`src/sv/sfab_pkg.sv`:
```
// types, constants and functions for the blitter write path
// no dependencies; imported by the top level

package sfab_pkg;

    typedef enum logic [1:0] {
        REQ_CTRL   = 2'd0,
        REQ_BLIT   = 2'd1,
        REQ_STATUS = 2'd2
    } t_req;

    localparam int         DATA_BITS   = 8;
    localparam int         CARRY_BITS  = 7;
    localparam int         WORD_BITS   = CARRY_BITS + DATA_BITS;
    localparam int         SHIFT_BITS  = DATA_BITS + 1;
    localparam logic [6:0] CARRY_RESET = 7'h7f;

    // mode byte layout
    localparam int MODE_HI_SEL  = 0;
    localparam int MODE_SH_LO   = 1;
    localparam int MODE_SH_HI   = 2;
    localparam int MODE_REVERSE = 3;
    localparam int MODE_FN_LO   = 4;
    localparam int MODE_FN_HI   = 7;

    function automatic logic [DATA_BITS-1:0] rev8(input logic [DATA_BITS-1:0] v);
        logic [DATA_BITS-1:0] r;
        for (int i = 0; i < DATA_BITS; i++) begin
            r[i] = v[DATA_BITS-1-i];
        end
        return r;
    endfunction

    // 74181 logic mode, active-high data, select s3..s0
    function automatic logic [DATA_BITS-1:0] logic181(input logic [3:0] sel,
                                                      input logic [DATA_BITS-1:0] a,
                                                      input logic [DATA_BITS-1:0] b);
        logic [DATA_BITS-1:0] f;
        case (sel)
            4'd0:    f = ~a;
            4'd1:    f = ~(a | b);
            4'd2:    f = ~a & b;
            4'd3:    f = '0;
            4'd4:    f = ~(a & b);
            4'd5:    f = ~b;
            4'd6:    f = a ^ b;
            4'd7:    f = a & ~b;
            4'd8:    f = ~a | b;
            4'd9:    f = ~(a ^ b);
            4'd10:   f = b;
            4'd11:   f = a & b;
            4'd12:   f = '1;
            4'd13:   f = a | ~b;
            4'd14:   f = a | b;
            default: f = a;
        endcase
        return f;
    endfunction

endpackage

```
`src/sv/sfab_req_if.sv`:
```
// request channel of the blitter write path
// valid/ready handshake with the bus request payload

interface sfab_req_if #(
    parameter int ADDR_BITS = 13
);
    logic                 valid;
    logic                 ready;
    logic [1:0]           req_type;
    logic [ADDR_BITS-1:0] address;
    logic [7:0]           src_value;
    logic [7:0]           old_value;

    modport source (output valid, req_type, address, src_value, old_value, input ready);
    modport sink   (input valid, req_type, address, src_value, old_value, output ready);
endinterface

```
`src/sv/sfab_res_if.sv`:
```
// result channel of the blitter write path
// valid/ready handshake with the video RAM write and status payload

interface sfab_res_if #(
    parameter int ADDR_BITS = 13
);
    logic                 valid;
    logic                 ready;
    logic                 write_valid;
    logic [ADDR_BITS-1:0] write_addr;
    logic [7:0]           write_value;
    logic                 hit_status;

    modport source (output valid, write_valid, write_addr, write_value, hit_status,
                    input ready);
    modport sink   (input valid, write_valid, write_addr, write_value, hit_status,
                    output ready);
endinterface

```
`src/sv/shift_flip_alu_blit_write.sv`:
```
// blitter write path: shifter, flopper and 74181 logic unit
// depends on sfab_pkg, sfab_req_if and sfab_res_if
//
// channel  | dir | carries
// ---------+-----+---------------------------------------------------
// i_req    | in  | req_type, address, src_value, old_value
// o_res    | out | write_valid, write_addr, write_value, hit_status
//
// one request per cycle unless a stalled result holds it; each result appears in the cycle after its request,
// from the result register fed by the shift, flip and logic stage
// reset (synchronous, i_rst_n low) clears mode, hit flag and result valid, sets the carry latch
// a stalled result holds in its register; a request is taken whenever the
// register is empty or is being drained in the same cycle

module shift_flip_alu_blit_write #(
    parameter int ADDR_BITS = 13
) (
    input  logic  i_clk,
    input  logic  i_rst_n,
    sfab_req_if.sink   i_req,
    sfab_res_if.source o_res
);
    import sfab_pkg::*;

    logic [7:0]            r_mode;
    logic [CARRY_BITS-1:0] r_carry;
    logic                  r_hit;

    logic                  r_out_valid;
    logic                  r_write_valid;
    logic [ADDR_BITS-1:0]  r_write_addr;
    logic [7:0]            r_write_value;
    logic                  r_hit_status;

    logic                  accept;
    logic [WORD_BITS-1:0]  word;
    logic [2:0]            shamt;
    logic [WORD_BITS-1:0]  shifted;
    logic [SHIFT_BITS-1:0] s_bits;
    logic [7:0]            t_pick;
    logic [7:0]            t_val;
    logic [7:0]            alu_f;
    logic                  overlap;

    logic [7:0]            n_mode;
    logic [CARRY_BITS-1:0] n_carry;
    logic                  n_hit;
    logic                  n_write_valid;
    logic [ADDR_BITS-1:0]  n_write_addr;
    logic [7:0]            n_write_value;

    assign i_req.ready = !r_out_valid || o_res.ready;
    assign accept      = i_req.valid && i_req.ready;

    // shift toward lsb by twice the mode field, keep nine bits
    assign word    = {r_carry, i_req.src_value};
    assign shamt   = {r_mode[MODE_SH_HI:MODE_SH_LO], 1'b0};
    assign shifted = word >> shamt;
    assign s_bits  = shifted[SHIFT_BITS-1:0];
    assign t_pick  = r_mode[MODE_HI_SEL] ? s_bits[8:1] : s_bits[7:0];
    assign t_val   = r_mode[MODE_REVERSE] ? rev8(t_pick) : t_pick;
    assign alu_f   = logic181(r_mode[MODE_FN_HI:MODE_FN_LO], t_val, i_req.old_value);
    assign overlap = |(t_val & i_req.old_value);

    always_comb begin
        n_mode        = r_mode;
        n_carry       = r_carry;
        n_hit         = r_hit;
        n_write_valid = 1'b0;
        n_write_addr  = '0;
        n_write_value = '0;
        case (i_req.req_type)
            REQ_CTRL: begin
                n_mode  = i_req.src_value;
                n_carry = '0;
                n_hit   = 1'b0;
            end
            REQ_BLIT: begin
                n_hit         = r_hit | overlap;
                n_carry       = i_req.src_value[CARRY_BITS-1:0];
                n_write_valid = 1'b1;
                n_write_addr  = i_req.address;
                n_write_value = ~alu_f;
            end
            default: begin
                // status read and the unused code change nothing
            end
        endcase
    end

    always_ff @(posedge i_clk) begin
        if (!i_rst_n) begin
            r_mode      <= '0;
            r_carry     <= CARRY_RESET;
            r_hit       <= 1'b0;
            r_out_valid <= 1'b0;
        end else begin
            if (accept) begin
                r_mode      <= n_mode;
                r_carry     <= n_carry;
                r_hit       <= n_hit;
                r_out_valid <= 1'b1;
            end else if (o_res.ready) begin
                r_out_valid <= 1'b0;
            end
        end
    end

    always_ff @(posedge i_clk) begin
        if (accept) begin
            r_write_valid <= n_write_valid;
            r_write_addr  <= n_write_addr;
            r_write_value <= n_write_value;
            r_hit_status  <= n_hit;
        end
    end

    assign o_res.valid       = r_out_valid;
    assign o_res.write_valid = r_write_valid;
    assign o_res.write_addr  = r_write_addr;
    assign o_res.write_value = r_write_value;
    assign o_res.hit_status  = r_hit_status;

endmodule
```
`src/flat_wrapper.sv`:
```
// flat-port wrapper written by rule: the top's interface ports become plain ports
module shift_flip_alu_blit_write_flat import sfab_pkg::*;
#(
    parameter int ADDR_BITS = 13
)
  (i_clk, i_rst_n, i_req_valid, i_req_req_type, i_req_address, i_req_src_value, i_req_old_value, i_req_ready, o_res_valid, o_res_write_valid, o_res_write_addr, o_res_write_value, o_res_hit_status, o_res_ready);
  sfab_req_if #(.ADDR_BITS(ADDR_BITS)) i_req_i ();
  sfab_res_if #(.ADDR_BITS(ADDR_BITS)) o_res_i ();
  input  logic i_clk;
  input  logic i_rst_n;
  input wire logic [$bits(i_req_i.valid)-1:0] i_req_valid;
  input wire logic [$bits(i_req_i.req_type)-1:0] i_req_req_type;
  input wire logic [$bits(i_req_i.address)-1:0] i_req_address;
  input wire logic [$bits(i_req_i.src_value)-1:0] i_req_src_value;
  input wire logic [$bits(i_req_i.old_value)-1:0] i_req_old_value;
  output wire logic [$bits(i_req_i.ready)-1:0] i_req_ready;
  output wire logic [$bits(o_res_i.valid)-1:0] o_res_valid;
  output wire logic [$bits(o_res_i.write_valid)-1:0] o_res_write_valid;
  output wire logic [$bits(o_res_i.write_addr)-1:0] o_res_write_addr;
  output wire logic [$bits(o_res_i.write_value)-1:0] o_res_write_value;
  output wire logic [$bits(o_res_i.hit_status)-1:0] o_res_hit_status;
  input wire logic [$bits(o_res_i.ready)-1:0] o_res_ready;
  assign i_req_i.valid = i_req_valid;
  assign i_req_i.req_type = i_req_req_type;
  assign i_req_i.address = i_req_address;
  assign i_req_i.src_value = i_req_src_value;
  assign i_req_i.old_value = i_req_old_value;
  assign i_req_ready = i_req_i.ready;
  assign o_res_valid = o_res_i.valid;
  assign o_res_write_valid = o_res_i.write_valid;
  assign o_res_write_addr = o_res_i.write_addr;
  assign o_res_write_value = o_res_i.write_value;
  assign o_res_hit_status = o_res_i.hit_status;
  assign o_res_i.ready = o_res_ready;
  shift_flip_alu_blit_write #(.ADDR_BITS(ADDR_BITS)) u_core (.i_clk(i_clk), .i_rst_n(i_rst_n), .i_req(i_req_i), .o_res(o_res_i));
endmodule
```
`config.mk`:
```
export PLATFORM = sky130hd
export DESIGN_NAME = shift_flip_alu_blit_write_flat
export DESIGN_NICKNAME = d
export VERILOG_FILES = /design/src/sv/sfab_pkg.sv /design/src/sv/sfab_req_if.sv /design/src/sv/sfab_res_if.sv /design/src/sv/shift_flip_alu_blit_write.sv /design/src/flat_wrapper.sv
export SDC_FILE = /design/constraint.sdc
export NUM_CORES = 1
export LEC_CHECK = 0
export ABC_AREA = 0
export BUFFER_PORTS_ARGS = -buffer_cell sky130_fd_sc_hd__buf_2
export CORE_MARGIN = 10
export CORE_UTILIZATION = 57
export DETAILED_ROUTE_END_ITERATION = 10
export MAX_ROUTING_LAYER = met4
export PLACE_DENSITY = 0.77
export SETUP_SLACK_MARGIN = 0.05
export SLEW_MARGIN = 20
export SYNTH_ARGS = -nofsm -noshare
export SYNTH_HDL_FRONTEND = slang
export SYNTH_SLANG_ARGS = --single-unit
export TNS_END_PERCENT = 30
```
`constraint.sdc`:
```
create_clock -name i_clk -period 3.88 [get_ports i_clk]
set_clock_uncertainty 0.05 [all_clocks]
set_input_delay 0.388 -clock i_clk [delete_from_list [all_inputs] [get_ports i_clk]]
set_output_delay 0.388 -clock i_clk [all_outputs]
set_load 0.02 [all_outputs]
```
=== Yosys cells after proc, flatten, opt, wreduce, memory -nomap -nowiden ===
Index checks and enable logic that the tools add are counted.
Widths: inputs -> output; s select.

* Reduce and logical (&&, ||, !) cells: 10
* Eq/ne operators: 15
* Bitwise operators: 14
* Shift-type cells: 1
* Muxes and demuxes: 8

{| class="wikitable"
|+ Operators by type and width
! cell !! count
|-
| $pmux 8 s15 || 1
|-
| $not 8->8 || 6
|-
| $eq 4x4->1 const B || 7
|-
| $and 8x8->8 || 3
|-
| $or 8x8->8 || 3
|-
| $eq 4x3->1 const B || 4
|-
| $mux 8 || 2
|-
| $shr 15x3->9 || 1
|-
| $pmux 7 s2 || 1
|-
| $eq 4x2->1 const B || 2
|-
| $reduce_or 8->1 || 1
|-
| $xor 8x8->8 || 1
|-
| $eq 4x1->1 const B || 1
|-
| $logic_not 4->1 || 1
|-
| $reduce_and 2->1 || 2
|-
| $reduce_bool 2->1 || 2
|-
| $mux 1 || 3
|-
| $eq 2x1->1 const B || 1
|-
| $logic_not 2->1 || 1
|-
| $pmux 1 s2 || 1
|-
| $logic_and 1x1->1 || 1
|-
| $logic_not 1->1 || 1
|-
| $logic_or 1x1->1 || 1
|-
| $or 1x1->1 || 1
|}

* Output and inout port bits: 25
* Bits of input ports: 35
* Word-level logic and storage cells: 56
* Flip-flop bits (word level): 40

=== Logic depth before layout (Yosys ltp) ===
* Depth after elaboration: 7
* Mapped depth: 11
* Depth with buffers taken out: 10

=== Worst setup path after synthesis ===
No wires, ideal clock.

* Path kind: reg2reg
* From: register u_core.r_mode[1]
* To: register u_core.r_write_value[7] (netlist: u_core.o_res.write_value[7]) (data pin)
* Path slack: 1075 ps
* Buffers on the path: 1
* Setup time: 256 ps
* Period minus slack after synthesis: 2805 ps
* Stages on the path, launching flop included: 11
* Arrival: 2499 ps
* Required time: 3574 ps
* Cells stage by stage: dfxtp_1 -> buf_6 -> mux4_1 -> mux2i_1 -> mux2_2 -> ha_1 -> or3b_2 -> a21oi_1 -> a311o_1 -> a211oi_1 -> a22o_1

* Word-level cells in the longest chain between the ends: 7
* Elaborated cells on any way between the ends: 16
* Those cells by class: 1 x shift; 3 x mux; 12 x bitwise

{| class="wikitable"
|+ RTL lines
! what !! line !! RTL
|-
| start, declared || shift_flip_alu_blit_write.sv:25 || <nowiki>logic [7:0] r_mode;</nowiki>
|-
| start signal, assigned || shift_flip_alu_blit_write.sv:99 || <nowiki>r_mode <= n_mode;</nowiki>
|-
| $shr 15x3->9 * || shift_flip_alu_blit_write.sv:58 || <nowiki>assign shifted = word >> shamt;</nowiki>
|-
| $mux 8 * || shift_flip_alu_blit_write.sv:60 || <nowiki>assign t_pick = r_mode[MODE_HI_SEL] ? s_bits[8:1] : s_bits[7:0];</nowiki>
|-
| $mux 8 * || shift_flip_alu_blit_write.sv:61 || <nowiki>assign t_val = r_mode[MODE_REVERSE] ? rev8(t_pick) : t_pick;</nowiki>
|-
| $xor 8x8->8 (tied with other cells) || sfab_pkg.sv:46, sfab_pkg.sv:49 ||
|-
| $not 8->8 (tied with other cells) || sfab_pkg.sv:49 || <nowiki>4'd9: f = ~(a ^ b);</nowiki>
|-
| $pmux 8 s15 * || sfab_pkg.sv:39 || <nowiki>case (sel)</nowiki>
|-
| $not 8->8 * || shift_flip_alu_blit_write.sv:83 || <nowiki>n_write_value = ~alu_f;</nowiki>
|-
| end signal, assigned || shift_flip_alu_blit_write.sv:113 || <nowiki>r_write_value <= n_write_value;</nowiki>
|-
| end, declared || shift_flip_alu_blit_write.sv:32 || <nowiki>logic [7:0] r_write_value;</nowiki>
|}

Every way passes the cells marked *; elsewhere a longest branch is shown, timed or not.
A chain may end at the register's enable or synchronous reset.

=== Worst setup path after layout ===
* From: register u_core.r_mode[1]
* To: register u_core.r_write_value[6] (netlist: u_core.o_res.write_value[6]) (data pin)

The elaborated chain is that of the path after synthesis.

==> flow_metrics.tcl <==
set metrics [dict create \
    setup_viol 0 \
    row_count 28 \
    slew_headroom 0.396 \
    grt_use_total 0.198 \
    status "complete, no violations" \
    cts_tree "done" \
    place_area_mm2 0.00390 \
    synth_seq_area_share 0.290 \
    cp_max_fo 11 \
    ctsRootBufferMaster "clkbuf_8" \
    min_period_ns 3.25 \
    synth_edf_count 23 \
    netlist_instances 370 \
    drt-total-wl_mm 9.77 \
    cts_max_path_buffers 2 \
    drc_errors 0 \
    synthesis.nets 437 \
    worst_pin_slew_ns 0.904 \
    die_x_um 99.0 \
    async_flop_share 0 \
    chipHeight_um 99.0 \
    insertion_delay_ns 0.29 \
    p_leak_nw 1.67 \
    worst_slack_ns 0.629 \
    ys_types 63 \
    path_clk_slew_ns 0.08 \
    holdCritPathClass "input pin to flip-flop" \
    powerDensity_mw_per_mm2 272 \
    drt_iter0_markers 272 \
    dp_hpwl_mm 7.44 \
    syn_area_mm2 0.00356 \
    cts.htree.levels 2 \
    fin_util 0.665 \
    routedWlPerCell_um 19.7 \
    yosysTopAreaCell "edfxtp_1" \
    ant_nets 0 \
    grt_pass1_wl_mm 15.8 \
    grt_max_degree 35 \
    dp_slack_ns 0.632 \
    io_buffers 59 \
    yosys_most_used_dff "edfxtp_1" \
    post_cts.repair.setup_buffers 0 \
    synth_top_area_share 0.194 \
    endpoint_kind "flip-flop" \
    required_ns 3.88 \
    grt_pass1_vias 3055 \
    ctsHoldBuffers 0 \
    drive_above_1_share 0.245 \
    grt-ovfl-total 0 \
    setup.worst_path.class "flip-flop to flip-flop" \
    cts_buffers 5 \
    syn_avg_cell_area_um2 9.62 \
    post-route-period-util 0.838 \
    start_util 0.594 \
    place.gp.congestion 0.961 \
    area_growth_pct 11.9 \
    clock-sinks 40 \
    hold_viol 0 \
    cap_violations 0 \
    rsz0062_at_grt "no" \
    maxSlewViolCount 0 \
    vias 3154 \
    ioPinCount 60 \
    post_cts_resized 0 \
    peakVddDrop_uv 274 \
    synth_warnings 0 \
    nNetsFinal 487 \
    critPathLaunchType "flip-flop" \
    viasPerCell 6.37 \
    antenna_found_initial 0 \
    crit_arrival_ns 3.25 \
    postLayoutCellArea_mm2 0.00398 \
    ys_seq_elements 40 \
    core_region_area_mm2 0.00599 \
    firstDrtPassIters 5 \
    dieArea_mm2 0.00980 \
    hold_slack_ns 0.300 \
    tns_ns 0 \
    synth_area_leaders "edfxtp_1 (19%), ha_1 (11%), dfxtp_1 (9.6%), mux2i_1 (6.5%), mux4_2 (5.7%)" \
    antenna_cells 0 \
    max_freq_mhz 308 \
]
-- metal layers --
| layer | track usage | vias up | wire length (µm) |
|---|---|---|---|
| met3 | 0.0419 | 10 | 752 |
| met2 | 0.322 | 160 | 4850 |
| met1 | 0.248 | 1500 | 4080 |
| li1 | - | 1484 | - |
| met4 | 0.0397 | 0 | 83 |
| met5 | - | - | 0 |
-- cells in the mapped netlist, drive strengths merged, types with 5 or more instances --
master,instances
a31oi,8
nor2,15
clkbuf,8
ha,32
nand2,25
mux2i,24
buf,19
o22a,6
a21oi,11
and2,14
a2bb2oi,5
nand2b,9
nand3,18
o21ai,11
edfxtp,23
inv,22
mux4,12
nor2b,20
o22ai,5
mux2,9
dfxtp,17
-- worst max-delay path, cell delays in order (launching register included) --
cell,delay [ns]
dfxtp_1,0.69
mux4_1,0.64
mux2i_1,0.20
mux2_2,0.23
inv_1,0.07
ha_1,0.19
o22a_1,0.21
mux4_2,0.46
a32o_1,0.28
-- layout make-up --
cell class                      count  area, µm²
Sequential cell                    40       1030
Clock buffer                        5       68.8
Fill cell                         509       2010
Timing Repair Buffer               70        378
Multi-Input combinational cell    281       2310
Inverter                           22       82.6
Clock inverter                      2       12.5
Tap cell                           75       93.8
-- final timing paths --
kind                                   startpoint                           to  slack, ns  depth (start not counted)
worst min-delay path                  i_req_valid           u_core.o_res.valid       0.30                          3
worst min register to register  u_core.r_carry[6]            u_core.r_carry[6]       0.42                          2
worst max register to register   u_core.r_mode[1]  u_core.o_res.write_value[6]       0.63                          8
worst max-delay path             u_core.r_mode[1]  u_core.o_res.write_value[6]       0.63                          8
-- flip-flops by register name, indices dropped and copies added, names as in the netlist --
register and cells:
u_core.o_res.write_addr 13, u_core.o_res.write_value 8, u_core.r_mode 8, u_core.r_carry 7, u_core.o_res.hit_status 1, u_core.o_res.valid 1, u_core.o_res.write_valid 1, u_core.r_hit 1
-- through the flow --
| step | cells | total power [mW] |
|---|---|---|
| 2_1_floorplan | 370 | 0.723 |
| 3_3_place_gp | 488 | 0.815 |
| 3_5_place_dp | 488 | 0.824 |
| 4_1_cts | 495 | 1.08 |
| 5_1_grt | 495 | 1.14 |
| 6_report | 495 | 1.08 |
-- cell usage in the layout (no fill, tap or decap), types with 3 or more instances in the layout --
cell type	Yosys	layout
a22o_1	3	3
and2_1	14	14
clkbuf_8	0	5
mux4_2	9	9
a31oi_1	8	8
dfxtp_1	17	17
a22oi_1	4	4
a211oi_1	4	4
ha_1	32	32
buf_4	1	11
mux2_2	8	8
a2bb2oi_1	5	5
mux4_1	3	3
o22a_1	6	6
nor2b_1	20	20
edfxtp_1	23	23
o22ai_1	4	4
buf_2	14	59
nand2b_1	9	9
nor4_1	3	3
a21oi_1	11	11
nand2_1	25	25
a32o_1	3	3
mux2i_1	23	23
nor2_1	15	15
inv_1	21	21
o32ai_1	4	4
nor3_1	3	3
nand3_1	18	18
o21ai_0	11	11
-- cells by family (layout without fill, tap and decap cells) --
kind of cell / count (synthesis) / after routing / synth area share
mux: 45 / 45 / 0.180
simple gates: 119 / 119 / 0.178
compound gates: 85 / 85 / 0.180
buf+inv: 49 / 99 / 0.0598
fa+ha+maj: 32 / 32 / 0.113
flops: 40 / 40 / 0.290
-- report_power, final --
part / switching [mW] / total [mW] / internal (mW)
sequential: 0.0184 / 0.496 / 0.477
clock: 0.143 / 0.265 / 0.122
combinational: 0.188 / 0.324 / 0.136
total: 0.350 / 1.08 / 0.735
Note: power is estimated with default switching activity, not from simulation.
